**config.mk**
```make
export PLATFORM = sky130hd
export DESIGN_NAME = temperature_to_lcd_segments
export DESIGN_NICKNAME = d
export VERILOG_FILES = /design/src/hw/rtl/tl2s_pkg.sv /design/src/hw/rtl/temperature_to_lcd_segments.sv /design/src/hw/rtl/tl2s_digit_split.sv /design/src/hw/rtl/tl2s_frame_build.sv
export SDC_FILE = /design/constraint.sdc
export NUM_CORES = 1
export LEC_CHECK = 0
export ABC_AREA = 1
export BUFFER_PORTS_ARGS = -buffer_cell sky130_fd_sc_hd__buf_4
export CAP_MARGIN = 20
export CORE_MARGIN = 2
export CORE_UTILIZATION = 25
export CTS_BUF_LIST = sky130_fd_sc_hd__clkbuf_2 sky130_fd_sc_hd__clkbuf_4 sky130_fd_sc_hd__clkbuf_8
export CTS_CLUSTER_DIAMETER = 200
export DETAILED_ROUTE_END_ITERATION = 12
export PLACE_DENSITY_LB_ADDON = 0.15
export SLEW_MARGIN = 20
export SYNTH_ARGS = -nofsm -noshare
export SYNTH_HDL_FRONTEND = slang
export SYNTH_SLANG_ARGS = --single-unit
```
**constraint.sdc**
```tcl
create_clock -name clk -period 9.2 [get_ports clk]
set_input_delay 0.92 -clock clk [delete_from_list [all_inputs] [get_ports clk]]
set_output_delay 0.92 -clock clk [all_outputs]
set_load 0.02 [all_outputs]
```
**src/hw/rtl/tl2s_pkg.sv**
```systemverilog
// tl2s_pkg: shared types and the seven-segment font for the temperature
// to lcd segment converter
// no dependencies
package tl2s_pkg;

  typedef logic [3:0] bcd_digit_t;

  // decimal digits of the magnitude plus the sign, thousands first
  typedef struct packed {
    logic       negative;
    bcd_digit_t thousands;
    bcd_digit_t hundreds;
    bcd_digit_t tens;
    bcd_digit_t units;
  } tl2s_digits_t;

  localparam int unsigned SegsPerByte = 8;

  // frame bit of the minus sign: first digit's G segment
  localparam int unsigned MinusBit = 5;

  // reciprocal multipliers for the constant divisions of a 16-bit magnitude
  localparam logic [15:0] RecipDiv10   = 16'd52429;  // shift 19
  localparam logic [12:0] RecipDiv100  = 13'd5243;   // shift 19
  localparam logic [15:0] RecipDiv1000 = 16'd33555;  // shift 25

  // font in segment order, bit 0 = A ... bit 6 = G
  function automatic logic [6:0] font_lookup(input bcd_digit_t digit);
    logic [6:0] pattern;
    unique case (digit)
      4'd0:    pattern = 7'h3F;
      4'd1:    pattern = 7'h06;
      4'd2:    pattern = 7'h5B;
      4'd3:    pattern = 7'h4F;
      4'd4:    pattern = 7'h66;
      4'd5:    pattern = 7'h6D;
      4'd6:    pattern = 7'h7D;
      4'd7:    pattern = 7'h07;
      4'd8:    pattern = 7'h7F;
      4'd9:    pattern = 7'h6F;
      default: pattern = 7'h00;
    endcase
    return pattern;
  endfunction

  // panel byte for one digit: A,B,C,D,E,F,G land on bits 3,2,1,0,4,6,5
  function automatic logic [SegsPerByte-1:0] panel_byte(input bcd_digit_t digit);
    logic [6:0]             pattern;
    logic [SegsPerByte-1:0] seg_byte;
    pattern     = font_lookup(digit);
    seg_byte    = '0;
    seg_byte[3] = pattern[0];
    seg_byte[2] = pattern[1];
    seg_byte[1] = pattern[2];
    seg_byte[0] = pattern[3];
    seg_byte[4] = pattern[4];
    seg_byte[6] = pattern[5];
    seg_byte[5] = pattern[6];
    return seg_byte;
  endfunction

  // remainder by ten of a quotient that stays below 40
  function automatic bcd_digit_t small_mod10(input logic [5:0] value);
    logic [5:0] rem;
    priority if (value >= 6'd30) begin
      rem = value - 6'd30;
    end else if (value >= 6'd20) begin
      rem = value - 6'd20;
    end else if (value >= 6'd10) begin
      rem = value - 6'd10;
    end else begin
      rem = value;
    end
    return rem[3:0];
  endfunction

endpackage

```
**src/hw/rtl/temperature_to_lcd_segments.sv**
```systemverilog
// temperature_to_lcd_segments: top level, input and result registers around
// the digit split and frame build logic
// depends on tl2s_pkg, tl2s_digit_split, tl2s_frame_build
//
// Converts a signed temperature in tenths of a degree into the first four
// bytes of a segment LCD frame. A request is taken whenever start is high;
// busy stays low, so a new request can be issued every cycle. The frame for a
// request passes the input register and is loaded onto segment_word by the
// result register. It is held there for exactly one cycle with done high.
// Frames come out in request order. The receiver cannot stall, so it must
// capture segment_word on every cycle that done is high. Latency is set by
// the input register and the result register, with the digit split (three
// constant reciprocal multiplies) and the font lookup between them.
module temperature_to_lcd_segments (
  input  logic        clk,
  input  logic        rst,
  input  logic        start,
  output logic        busy,
  input  logic [15:0] temp_tenths,
  output logic        done,
  output logic [31:0] segment_word
);
  import tl2s_pkg::*;

  logic         in_valid;
  logic [15:0]  in_temp;
  tl2s_digits_t digits;
  logic [31:0]  frame;

  // never stalls
  assign busy = 1'b0;

  // input register
  always_ff @(posedge clk) begin
    if (rst) begin
      in_valid <= 1'b0;
    end else begin
      in_valid <= start && !busy;
    end
  end

  always_ff @(posedge clk) begin
    if (start && !busy) begin
      in_temp <= temp_tenths;
    end
  end

  tl2s_digit_split u_digit_split (
    .temp_tenths (in_temp),
    .digits      (digits)
  );

  tl2s_frame_build u_frame_build (
    .digits (digits),
    .frame  (frame)
  );

  // result register
  always_ff @(posedge clk) begin
    if (rst) begin
      done <= 1'b0;
    end else begin
      done <= in_valid;
    end
  end

  always_ff @(posedge clk) begin
    if (in_valid) begin
      segment_word <= frame;
    end
  end

  // every request yields exactly one result, through the input and result registers
  assert property (@(posedge clk) disable iff (rst)
    start && !busy |=> in_valid)
    else $error("request not captured in input register");

  assert property (@(posedge clk) disable iff (rst)
    in_valid |=> done)
    else $error("captured request did not produce a result");

  assert property (@(posedge clk) disable iff (rst)
    !in_valid |=> !done)
    else $error("result strobe without a request");

  // units digit always draws something
  assert property (@(posedge clk) disable iff (rst)
    done |-> segment_word[31:24] != 8'h00)
    else $error("units digit blank");

  // blank thousands digit of a positive value leaves byte 0 dark
  assert property (@(posedge clk) disable iff (rst)
    in_valid && digits.thousands == 4'd0 && !digits.negative
      |=> segment_word[7:0] == 8'h00)
    else $error("thousands digit not blanked");

endmodule

```
**src/hw/rtl/tl2s_digit_split.sv**
```systemverilog
// tl2s_digit_split: takes the magnitude of a signed reading and splits it
// into four decimal digits (modulo 10000) with reciprocal multiplies
// depends on tl2s_pkg
module tl2s_digit_split (
  input  logic [15:0]           temp_tenths,
  output tl2s_pkg::tl2s_digits_t digits
);
  import tl2s_pkg::*;

  logic        negative;
  logic [15:0] mag;
  logic [31:0] prod10;
  logic [28:0] prod100;
  logic [31:0] prod1000;
  logic [11:0] q10;
  logic [8:0]  q100;
  logic [5:0]  q1000;
  logic [15:0] rem10;
  logic [11:0] rem100;
  logic [8:0]  rem1000;

  // magnitude, most negative code maps to 32768 in 16 bits
  assign negative = temp_tenths[15];
  assign mag      = negative ? 16'(~temp_tenths + 16'd1) : temp_tenths;

  // parallel quotients by 10, 100 and 1000
  assign prod10   = 32'(mag) * 32'(RecipDiv10);
  assign prod100  = 29'(mag) * 29'(RecipDiv100);
  assign prod1000 = 32'(mag) * 32'(RecipDiv1000);
  assign q10      = prod10[30:19];
  assign q100     = prod100[27:19];
  assign q1000    = prod1000[30:25];

  // each digit is the difference of neighboring quotients
  assign rem10   = mag  - 16'(q10)  * 16'd10;
  assign rem100  = q10  - 12'(q100) * 12'd10;
  assign rem1000 = q100 - 9'(q1000) * 9'd10;

  assign digits.negative  = negative;
  assign digits.thousands = small_mod10(q1000);
  assign digits.hundreds  = rem1000[3:0];
  assign digits.tens      = rem100[3:0];
  assign digits.units     = rem10[3:0];

endmodule

```
**src/hw/rtl/tl2s_frame_build.sv**
```systemverilog
// tl2s_frame_build: encodes the digits with the segment font, blanks leading
// zeros and adds the minus sign to form the 32-bit segment frame
// depends on tl2s_pkg
module tl2s_frame_build (
  input  tl2s_pkg::tl2s_digits_t digits,
  output logic [31:0]            frame
);
  import tl2s_pkg::*;

  logic show_thousands;
  logic show_hundreds;
  logic [SegsPerByte-1:0] byte0;
  logic [SegsPerByte-1:0] byte1;
  logic [SegsPerByte-1:0] byte2;
  logic [SegsPerByte-1:0] byte3;

  // leading zero blanking on the two upper digits
  assign show_thousands = (digits.thousands != '0);
  assign show_hundreds  = show_thousands || (digits.hundreds != '0);

  always_comb begin
    byte0 = show_thousands ? panel_byte(digits.thousands) : '0;
    byte1 = show_hundreds  ? panel_byte(digits.hundreds)  : '0;
    byte2 = panel_byte(digits.tens);
    byte3 = panel_byte(digits.units);
    // minus sign ored over the first digit
    byte0[MinusBit] = byte0[MinusBit] | digits.negative;
  end

  assign frame = {byte3, byte2, byte1, byte0};

endmodule

```
-- Word-level counts from Yosys, hierarchy flattened
Memories as Yosys holds them, arrays and structs flattened. A register that Yosys moved wholly into a read port is not among the register bits.
Cells that the tools add are included.
- register bits: 41
- memory bits (read-only): 448
- input port bits: 19
- output and inout bits: 34
- logic and storage cells: 36
- memories: 4
- memories (name ; depth ; width ; rd ports ; clocked after memory_dff ; write ports ; RTL line ; source):
    (name not given) ; 16 ; 7 ; 1 ; 0 ; 0 ; tl2s_pkg.sv:30 ; unique case (digit)
    (name not given) ; 16 ; 7 ; 1 ; 1 ; 0 ; tl2s_pkg.sv:30 ;
    (name not given) ; 16 ; 7 ; 1 ; 1 ; 0 ; tl2s_pkg.sv:30 ;
    (name not given) ; 16 ; 7 ; 1 ; 1 ; 0 ; tl2s_pkg.sv:30 ;
- $add $sub $neg: 7
- $mul: 6
- magnitude comparators: 3
- mux-type cells: 5
- bitwise gates (word level): 2
- reduce and logical (&&, ||, !) cells: 4
- operators by type and width (kind ; number):
    $mul A16 B16 Y31 const B ; 2
    $mul A16 B13 Y28 const B ; 1
    $add A16 B1 Y16 const B ; 1
    $mux W16 ; 1
    $not A16 Y16 ; 1
    $ge A6 B5 Y1 const B ; 2
    $mul A12 B3 Y3 const B ; 1
    $mux W4 ; 3
    $sub A4 B4 Y4 ; 3
    $mul A9 B3 Y3 const B ; 1
    $reduce_bool A4 Y1 ; 2
    $sub A4 B4 Y4 const B ; 2
    $ge A6 B4 Y1 const B ; 1
    $mul A6 B3 Y3 const B ; 1
    $mux W6 ; 1
    $sub A4 B3 Y4 const B ; 1
    $logic_not A1 Y1 ; 1
    $logic_or A1 B1 Y1 ; 1
    $or A1 B1 Y1 ; 1

-- Logic depth before layout (Yosys ltp)
Gate-level depths: netlist of the first run.
- depth after elaboration: 11
- gate-level depth with buffers: 45
- gate-level depth less buffers: 45

-- Hierarchy
Synthesis of the first run repeated with hierarchy kept, for this count alone.
- cell total of the unflattened synthesis: 1684
- area, all modules: 14019.7 sq um
- modules (own cells, without submodules) (module ; times used ; cells each ; area each (sq um) ; sequential area each (sq um)):
    tl2s_digit_split ; 1 ; 1469 ; 11633.7 ; 0.0
    temperature_to_lcd_segments ; 1 ; 56 ; 1507.7 ; 1481.4
    tl2s_frame_build ; 1 ; 159 ; 878.3 ; 0.0

-- Least setup slack after synthesis of the first run
No wires, ideal clock.
- kind: flip-flop to flip-flop
- start point: reg in_temp[0]
- end point: reg segment_word[18], data pin
- library setup time: 0.256 ns
- arrival: 7.659 ns
- required time: 8.944 ns
- path slack: 1.285 ns
- cell stages (with the launch flop): 32
- buffers on the path: 0
- clock period less this slack: 7.915 ns
- cells stage by stage: edfxtp_1 > inv_1 > ha_1 > nand2_1 > nor2_2 > inv_1 > o21ai_0 > o21a_1 > xor2_1 > ha_1 > ha_1 > inv_1 > fa_1 > inv_1 > fa_1 > inv_1 > fa_1 > inv_1 > fa_1 > ha_1 > a21oi_1 > o21ai_0 > a221oi_1 > o21ai_0 > xor2_1 > ha_1 > inv_1 > fa_1 > inv_1 > or2_2 > nand3_1 > nand2_1
- word-level cells in the longest chain between the ends: 6
- elaborated cells between the ends (all ways): 7
- classes of those cells: add/sub (2); mul (3); mux (1); bitwise (1)
- ends and longest elaborated chain (element ; RTL line ; source):
    from (decl) ; temperature_to_lcd_segments.sv:26 ; logic [15:0] in_temp;
    from (signal assigned) ; temperature_to_lcd_segments.sv:44 ; in_temp <= temp_tenths;
    $not A16 Y16 ; tl2s_digit_split.sv:24 ; assign mag = negative ? 16'(~temp_tenths + 16'd1) : temp_tenths;
    $add A16 B1 Y16 ; tl2s_digit_split.sv:24 ;
    $mux W16 (*) ; tl2s_digit_split.sv:24 ;
    $mul A16 B13 Y28 ; tl2s_digit_split.sv:28 ; assign prod100 = 29'(mag) * 29'(RecipDiv100);
    $mul A9 B3 Y3 ; tl2s_digit_split.sv:36 ; assign rem100 = q10 - 12'(q100) * 12'd10;
    $sub A4 B4 Y4 (*) ; tl2s_digit_split.sv:36 ;
    to (decl) ; temperature_to_lcd_segments.sv:21 ; output logic [31:0] segment_word
Every way passes the cells marked *; elsewhere a longest branch is shown, timed or not.
A chain may end at the register's enable or synchronous reset.

-- Final worst setup path of the first run
- start point: reg in_temp[0]
- end point: reg segment_word[9], data pin
- word-level cells in the longest chain between the ends: 11
- elaborated cells between the ends (all ways): 20
- classes of those cells: add/sub (5); mul (3); order compare (3); mux (4); bitwise (1); reduce/logical (4)
- ends and longest elaborated chain (element ; RTL line):
    $not A16 Y16 ; tl2s_digit_split.sv:24
    $add A16 B1 Y16 ; tl2s_digit_split.sv:24
    $mux W16 (*) ; tl2s_digit_split.sv:24
    branches (longest 8 deep; another with $mul A16 B16 Y31) ; -
Mark *: on every way between the ends.

==> results of run 1 <==
==> timing repair <==
action,in CTS,in global routing
resized for setup,0,3
endpoints found under the setup margin,0,7
setup buffers,0,1
==> placed cells by master (no fill, tap or decap), types with 2 or more instances in the layout <==
master and count:
a21oi_1 57, a21oi_2 2, buf_4 68, clkbuf_8 5, conb_1 5, dfxtp_1 2, edfxtp_1 44, fa_1 181
ha_1 301, inv_1 464, inv_2 4, nand2_1 314, nand2_2 20, nand2_4 3, nand3_1 65, nand3_2 7
nand3b_1 3, nand4_1 11, nor2_1 73, nor2_2 11, nor3_1 5, nor3_2 2, nor4_1 5, o2111ai_1 2
o211ai_1 3, o21a_1 3, o21ai_0 31, o21ai_1 4, o21bai_1 2, or2_2 8, xnor2_1 16, xor2_1 16
xor2_2 6
==> cell usage after synthesis, types with 2 or more instances <==
master	instances
xnor2_1	16
o21ai_0	32
nand4_1	11
ha_1	301
nand2_4	3
o211ai_1	3
nor3_1	5
inv_1	464
o21a_1	3
xor2_1	22
edfxtp_1	44
a21oi_2	2
inv_2	4
nor2_1	73
nor3_2	2
fa_1	181
o21ai_1	3
nand2_2	20
o2111ai_1	2
nor2_2	11
nor4_1	6
dfxtp_1	2
a21oi_1	57
buf_4	5
nand3_1	65
o21bai_1	2
nand3b_1	3
nand3_2	7
or2_2	8
nand2_1	314
==> routing by layer <==
metal / GRT usage [%] / vias up
li1: - / 5297
met5: 0 / -
met1: 20.7 / 4939
met3: 1.00 / 17
met2: 24.1 / 119
met4: 1.10 / 0
==> registers in the layout, summed over array words and instances, names as in the netlist <==
| name | cells |
|---|---|
| segment_word | 28 |
| in_temp | 16 |
| done | 1 |
| in_valid | 1 |
==> final cells by class <==
cell class	count	area, um^2
repair buffers	68	510
clock buffers	5	68.8
inverters	469	1760
flip-flops and latches	46	1360
fillers	6021	39500
multi-input cells	1164	10700
well taps	704	881
clock inverters	3	43.8
==> critical path: cells and delay by family, from the launching register on <==
family        cells  cell delay [ps]
flops             1              400
buf+inv          10             1200
xor+xnor          2              460
simple gates     16             2380
fa+ha+maj         9             3730
==> logic make-up (layout without fill, tap and decap cells) <==
kind of cell,Yosys count,count (layout),synth area share [%]
AO/OA/AOI/OAI,107,107,4.25
XOR/XNOR,38,38,2.41
adder cells (fa/ha/maj),482,482,53.4
buffers and inverters,475,545,13.0
flip-flops,46,46,9.84
other,1,5,0.0271
AND/OR/NAND/NOR,532,532,17.0
==> how the worst min path moves through the flow <==
stage | start | endpoint | slack (ps) | cells past startpoint
final | in_valid | done | 650 | 2
after global routing | in_valid | done | 700 | 2
after CTS | in_valid | done | 660 | 2
after detailed placement | in_valid | done | 650 | 2
after global placement | in_valid | done | 640 | 2
after floorplan | in_temp[15] | segment_word[5] | 620 | 2
==> per-stage QoR <==
stage	instances	setup slack [ps]	hold slack [ps]	util, %
3_5_place_dp	2450	220	649	27.7
3_3_place_gp	2450	279	638	27.7
5_1_grt	2459	77.7	695	28.0
6_report	2459	738	651	28.0
4_1_cts	2458	157	662	28.0
2_1_floorplan	1685	1290	616	-
==> flow_summary.ini, run 1 <==
[run_status]
outcome = finished, final reports clean

[grt]
overflow = 0
grt_use_total_pct = 14.3
grt_pass1_wl_um = 62200
antenna_found_initial = 0
grt_max_degree = 22
first_global_vias = 10900

[route]
drt_iter0_drc = 456
drc = 0
wl_met1_um = 19900
num_vias = 10400
drtPass1Iterations = 5
viasPerCell = 4.22
top_layer_used = met4
routed_wl_um = 39300
ant_nets = 0
wire_per_inst_um = 16.0
route.met3.wl_um = 732
wl_met2_um = 18300

[yosys]
synth_top_area_share_pct = 27.2
synth_cell_type_count = 40
ys_ff_latch = 46
synth_edf_count = 44
yosysWarnings = 0
syn_area_per_cell_um2 = 8.23
syn_inst = 1681
seq_area_frac_synth_pct = 9.84
yosys-top-cells-area = ha_1 27%, fa_1 26%, inv_1 13%
synth_flop_cell = edfxtp_1
synth_area_leader_cell = ha_1
synthArstFlopShare_pct = 0
syn_area_mm2 = 0.0138

[critical_path]
crit_path_frequent_cell = inv_1
crit_start = in_temp[0]
cpMaxStageDelayCell = fa_1
cp_max_fo = 13
critPathRequiredTime_ps = 9270
path_class = flip-flop to flip-flop
startpoint_type = flip-flop
r2r_end = segment_word[9]
arrival_ps = 8530
r2r_slack_ps = 740
critical_path.max_stage_delay_ps = 530
r2r-start = in_temp[0]
endpoint_kind = flip-flop
critPathCapture = segment_word[9]
r2r_cells = 37

[floorplan]
dieArea_mm2 = 0.0572
initial_utilization_pct = 25.2
row_count = 86
die_h_um = 239
ios = 53
core-area_mm2 = 0.0549
die_x_um = 239

[placement]
place_congestion = 0.840
portBuffers = 47
dp_hpwl_um = 34800
placed_area_mm2 = 0.0152

[clock_network]
cts_max_path_buffers = 2
cts_tree = done
cts_buffers = 5
clk_latency_ps = 310
ctsRootBufferMaster = clkbuf_8
clk_pin_slew_ps = 100
clock-sinks = 46
ctsHoldBuffers = 0
htree_levels = 2

[final_layout]
nets = 2255
antenna_cells = 0
fin_area_mm2 = 0.0154
drive_gt1_share_pct = 8.32
area_delta_synth_final_pct = 11.1

[timing]
fin_skew_ps = 13.5
timing.setup.tns_ps = 0
period_needed_ps = 8460
setup_viol = 0
rsz0062_at_grt = no
max_freq_ghz = 0.118
worst_pin_slew_ps = 713
timing_hold_violations_final = 0
finalMaxSlewViolations = 0
fin_crit_sh_pct = 92.0
maxSlewHeadroom_pct = 52.0

[worst_hold_path]
hp-class = flip-flop to flip-flop

[run]
maxCapViolations = 0
Power of run 1 is left out: the tool's default activity adds up to more than one toggle a clock period on the data nets, which glitch-free logic cannot reach.
==> run 2: changes to the inputs <==
==> constraint.sdc (replaced) <==
create_clock -name clk -period 8.92 [get_ports clk]
set_input_delay 0.892 -clock clk [delete_from_list [all_inputs] [get_ports clk]]
set_output_delay 0.892 -clock clk [all_outputs]
set_load 0.02 [all_outputs]
==> flow_summary.ini, run 2 (synthesis results as in run 1) <==
[run_status]
outcome = finished, final reports clean

[critical_path]
critPathRequiredTime_ps = 8990
r2r_slack_ps = 540
startpoint_type = flip-flop
path_class = flip-flop to flip-flop
crit_family = adder cells
path_buf_inv = 8
cpMaxStageDelayCell = fa_1
critical_path.max_stage_delay_ps = 540
crit_start = in_temp[0]
r2r-start = in_temp[0]
arrival_ps = 8450
crit_path_frequent_cell = inv_1
cp_max_fo = 10
r2r_cells = 35
endpoint_kind = flip-flop
r2r_end = segment_word[13]

[floorplan]
initial_utilization_pct = 25.2
dieArea_mm2 = 0.0572
die_x_um = 239
row_count = 86
die_h_um = 239
core-area_mm2 = 0.0549
ios = 53

[grt]
antenna_found_initial = 0
overflow = 0
grt_pass1_wl_um = 62600
grt_use_total_pct = 14.4
grt_max_degree = 30
first_global_vias = 11000

[placement]
portBuffers = 47
placed_area_mm2 = 0.0152
dp_hpwl_um = 34800
place_congestion = 0.833
pre_cts_ws_ps = 521
dp_cells = 2453

[route]
num_vias = 10300
viasPerCell = 4.17
ant_nets = 0
drt_iter0_drc = 405
wire_per_inst_um = 15.9
routed_wl_um = 39300
drc = 0
drtPass1Iterations = 4

[clock_network]
clk_pin_slew_ps = 100
ctsRootBufferMaster = clkbuf_8
clock-sinks = 46
htree_levels = 2
cts_buffers = 5
clk_latency_ps = 320
cts_max_path_buffers = 2
cts_tree = done

[final_layout]
top_regs = segment_word: 28 flops, in_temp: 16 flops
max_flop_register = segment_word
final_cell_mix = 464 x inv_1, 314 x nand2_1, 301 x ha_1
stdcell_count = 2463
area_delta_synth_final_pct = 11.3
fin_area_mm2 = 0.0154
antenna_cells = 0
final_common_cell = inv_1
drive_gt1_share_pct = 8.41
largest_reg_flops = 28
nets = 2259

[timing]
worst_pin_slew_ps = 670
fin_crit_sh_pct = 93.9
max_freq_ghz = 0.119
fin_skew_ps = 14.4
rsz0062_at_grt = no
finalMaxSlewViolations = 0
timing.setup.tns_ps = 0
setup_viol = 0
setup_slack_ps = 541
period_needed_ps = 8380
timing_hold_violations_final = 0
maxSlewHeadroom_pct = 55.2

[worst_hold_path]
hp-class = input pin to flip-flop
hold_path_startpoint = rst
min_to = in_valid
hold_depth = 2

[run]
maxCapViolations = 0
==> run 2: worst max-delay path by stage <==
stage	to	cells after the start
after floorplan	segment_word[18]	31
after global placement	segment_word[9]	33
after detailed placement	segment_word[13]	31
after CTS	segment_word[13]	31
after global routing	segment_word[9]	35
final	segment_word[13]	35
==> run 2: timing repair <==
action	4_1_cts	5_1_grt
endpoints found under the setup margin	0	7
gates resized for setup	0	2
setup buffers	0	2
hold buffers	0	0
==> run 2: final cells by class <==
class	instances	area [um^2]
clock inverters	3	48.8
inverters	469	1760
clock buffers	5	68.8
well taps	704	881
fillers	5990	39500
multi-input cells	1164	10700
repair buffers	72	541
flip-flops and latches	46	1360
==> run 2: metal layers <==
layer	GRT usage, %	vias to the layer above	wire, um
met2	24.2	70	18200
met1	20.5	4880	19900
li1	-	5303	-
met4	2.05	0	585
met5	0	-	0
met3	1.19	16	546
==> run 2: stage by stage <==
step / hold slack [ps] / util, %
floorplan: 616 / -
global placement: 720 / 27.8
detailed placement: 715 / 27.8
CTS: 706 / 28.0
global route: 704 / 28.1
finish: 724 / 28.1
Power of run 2 is left out for the same reason.
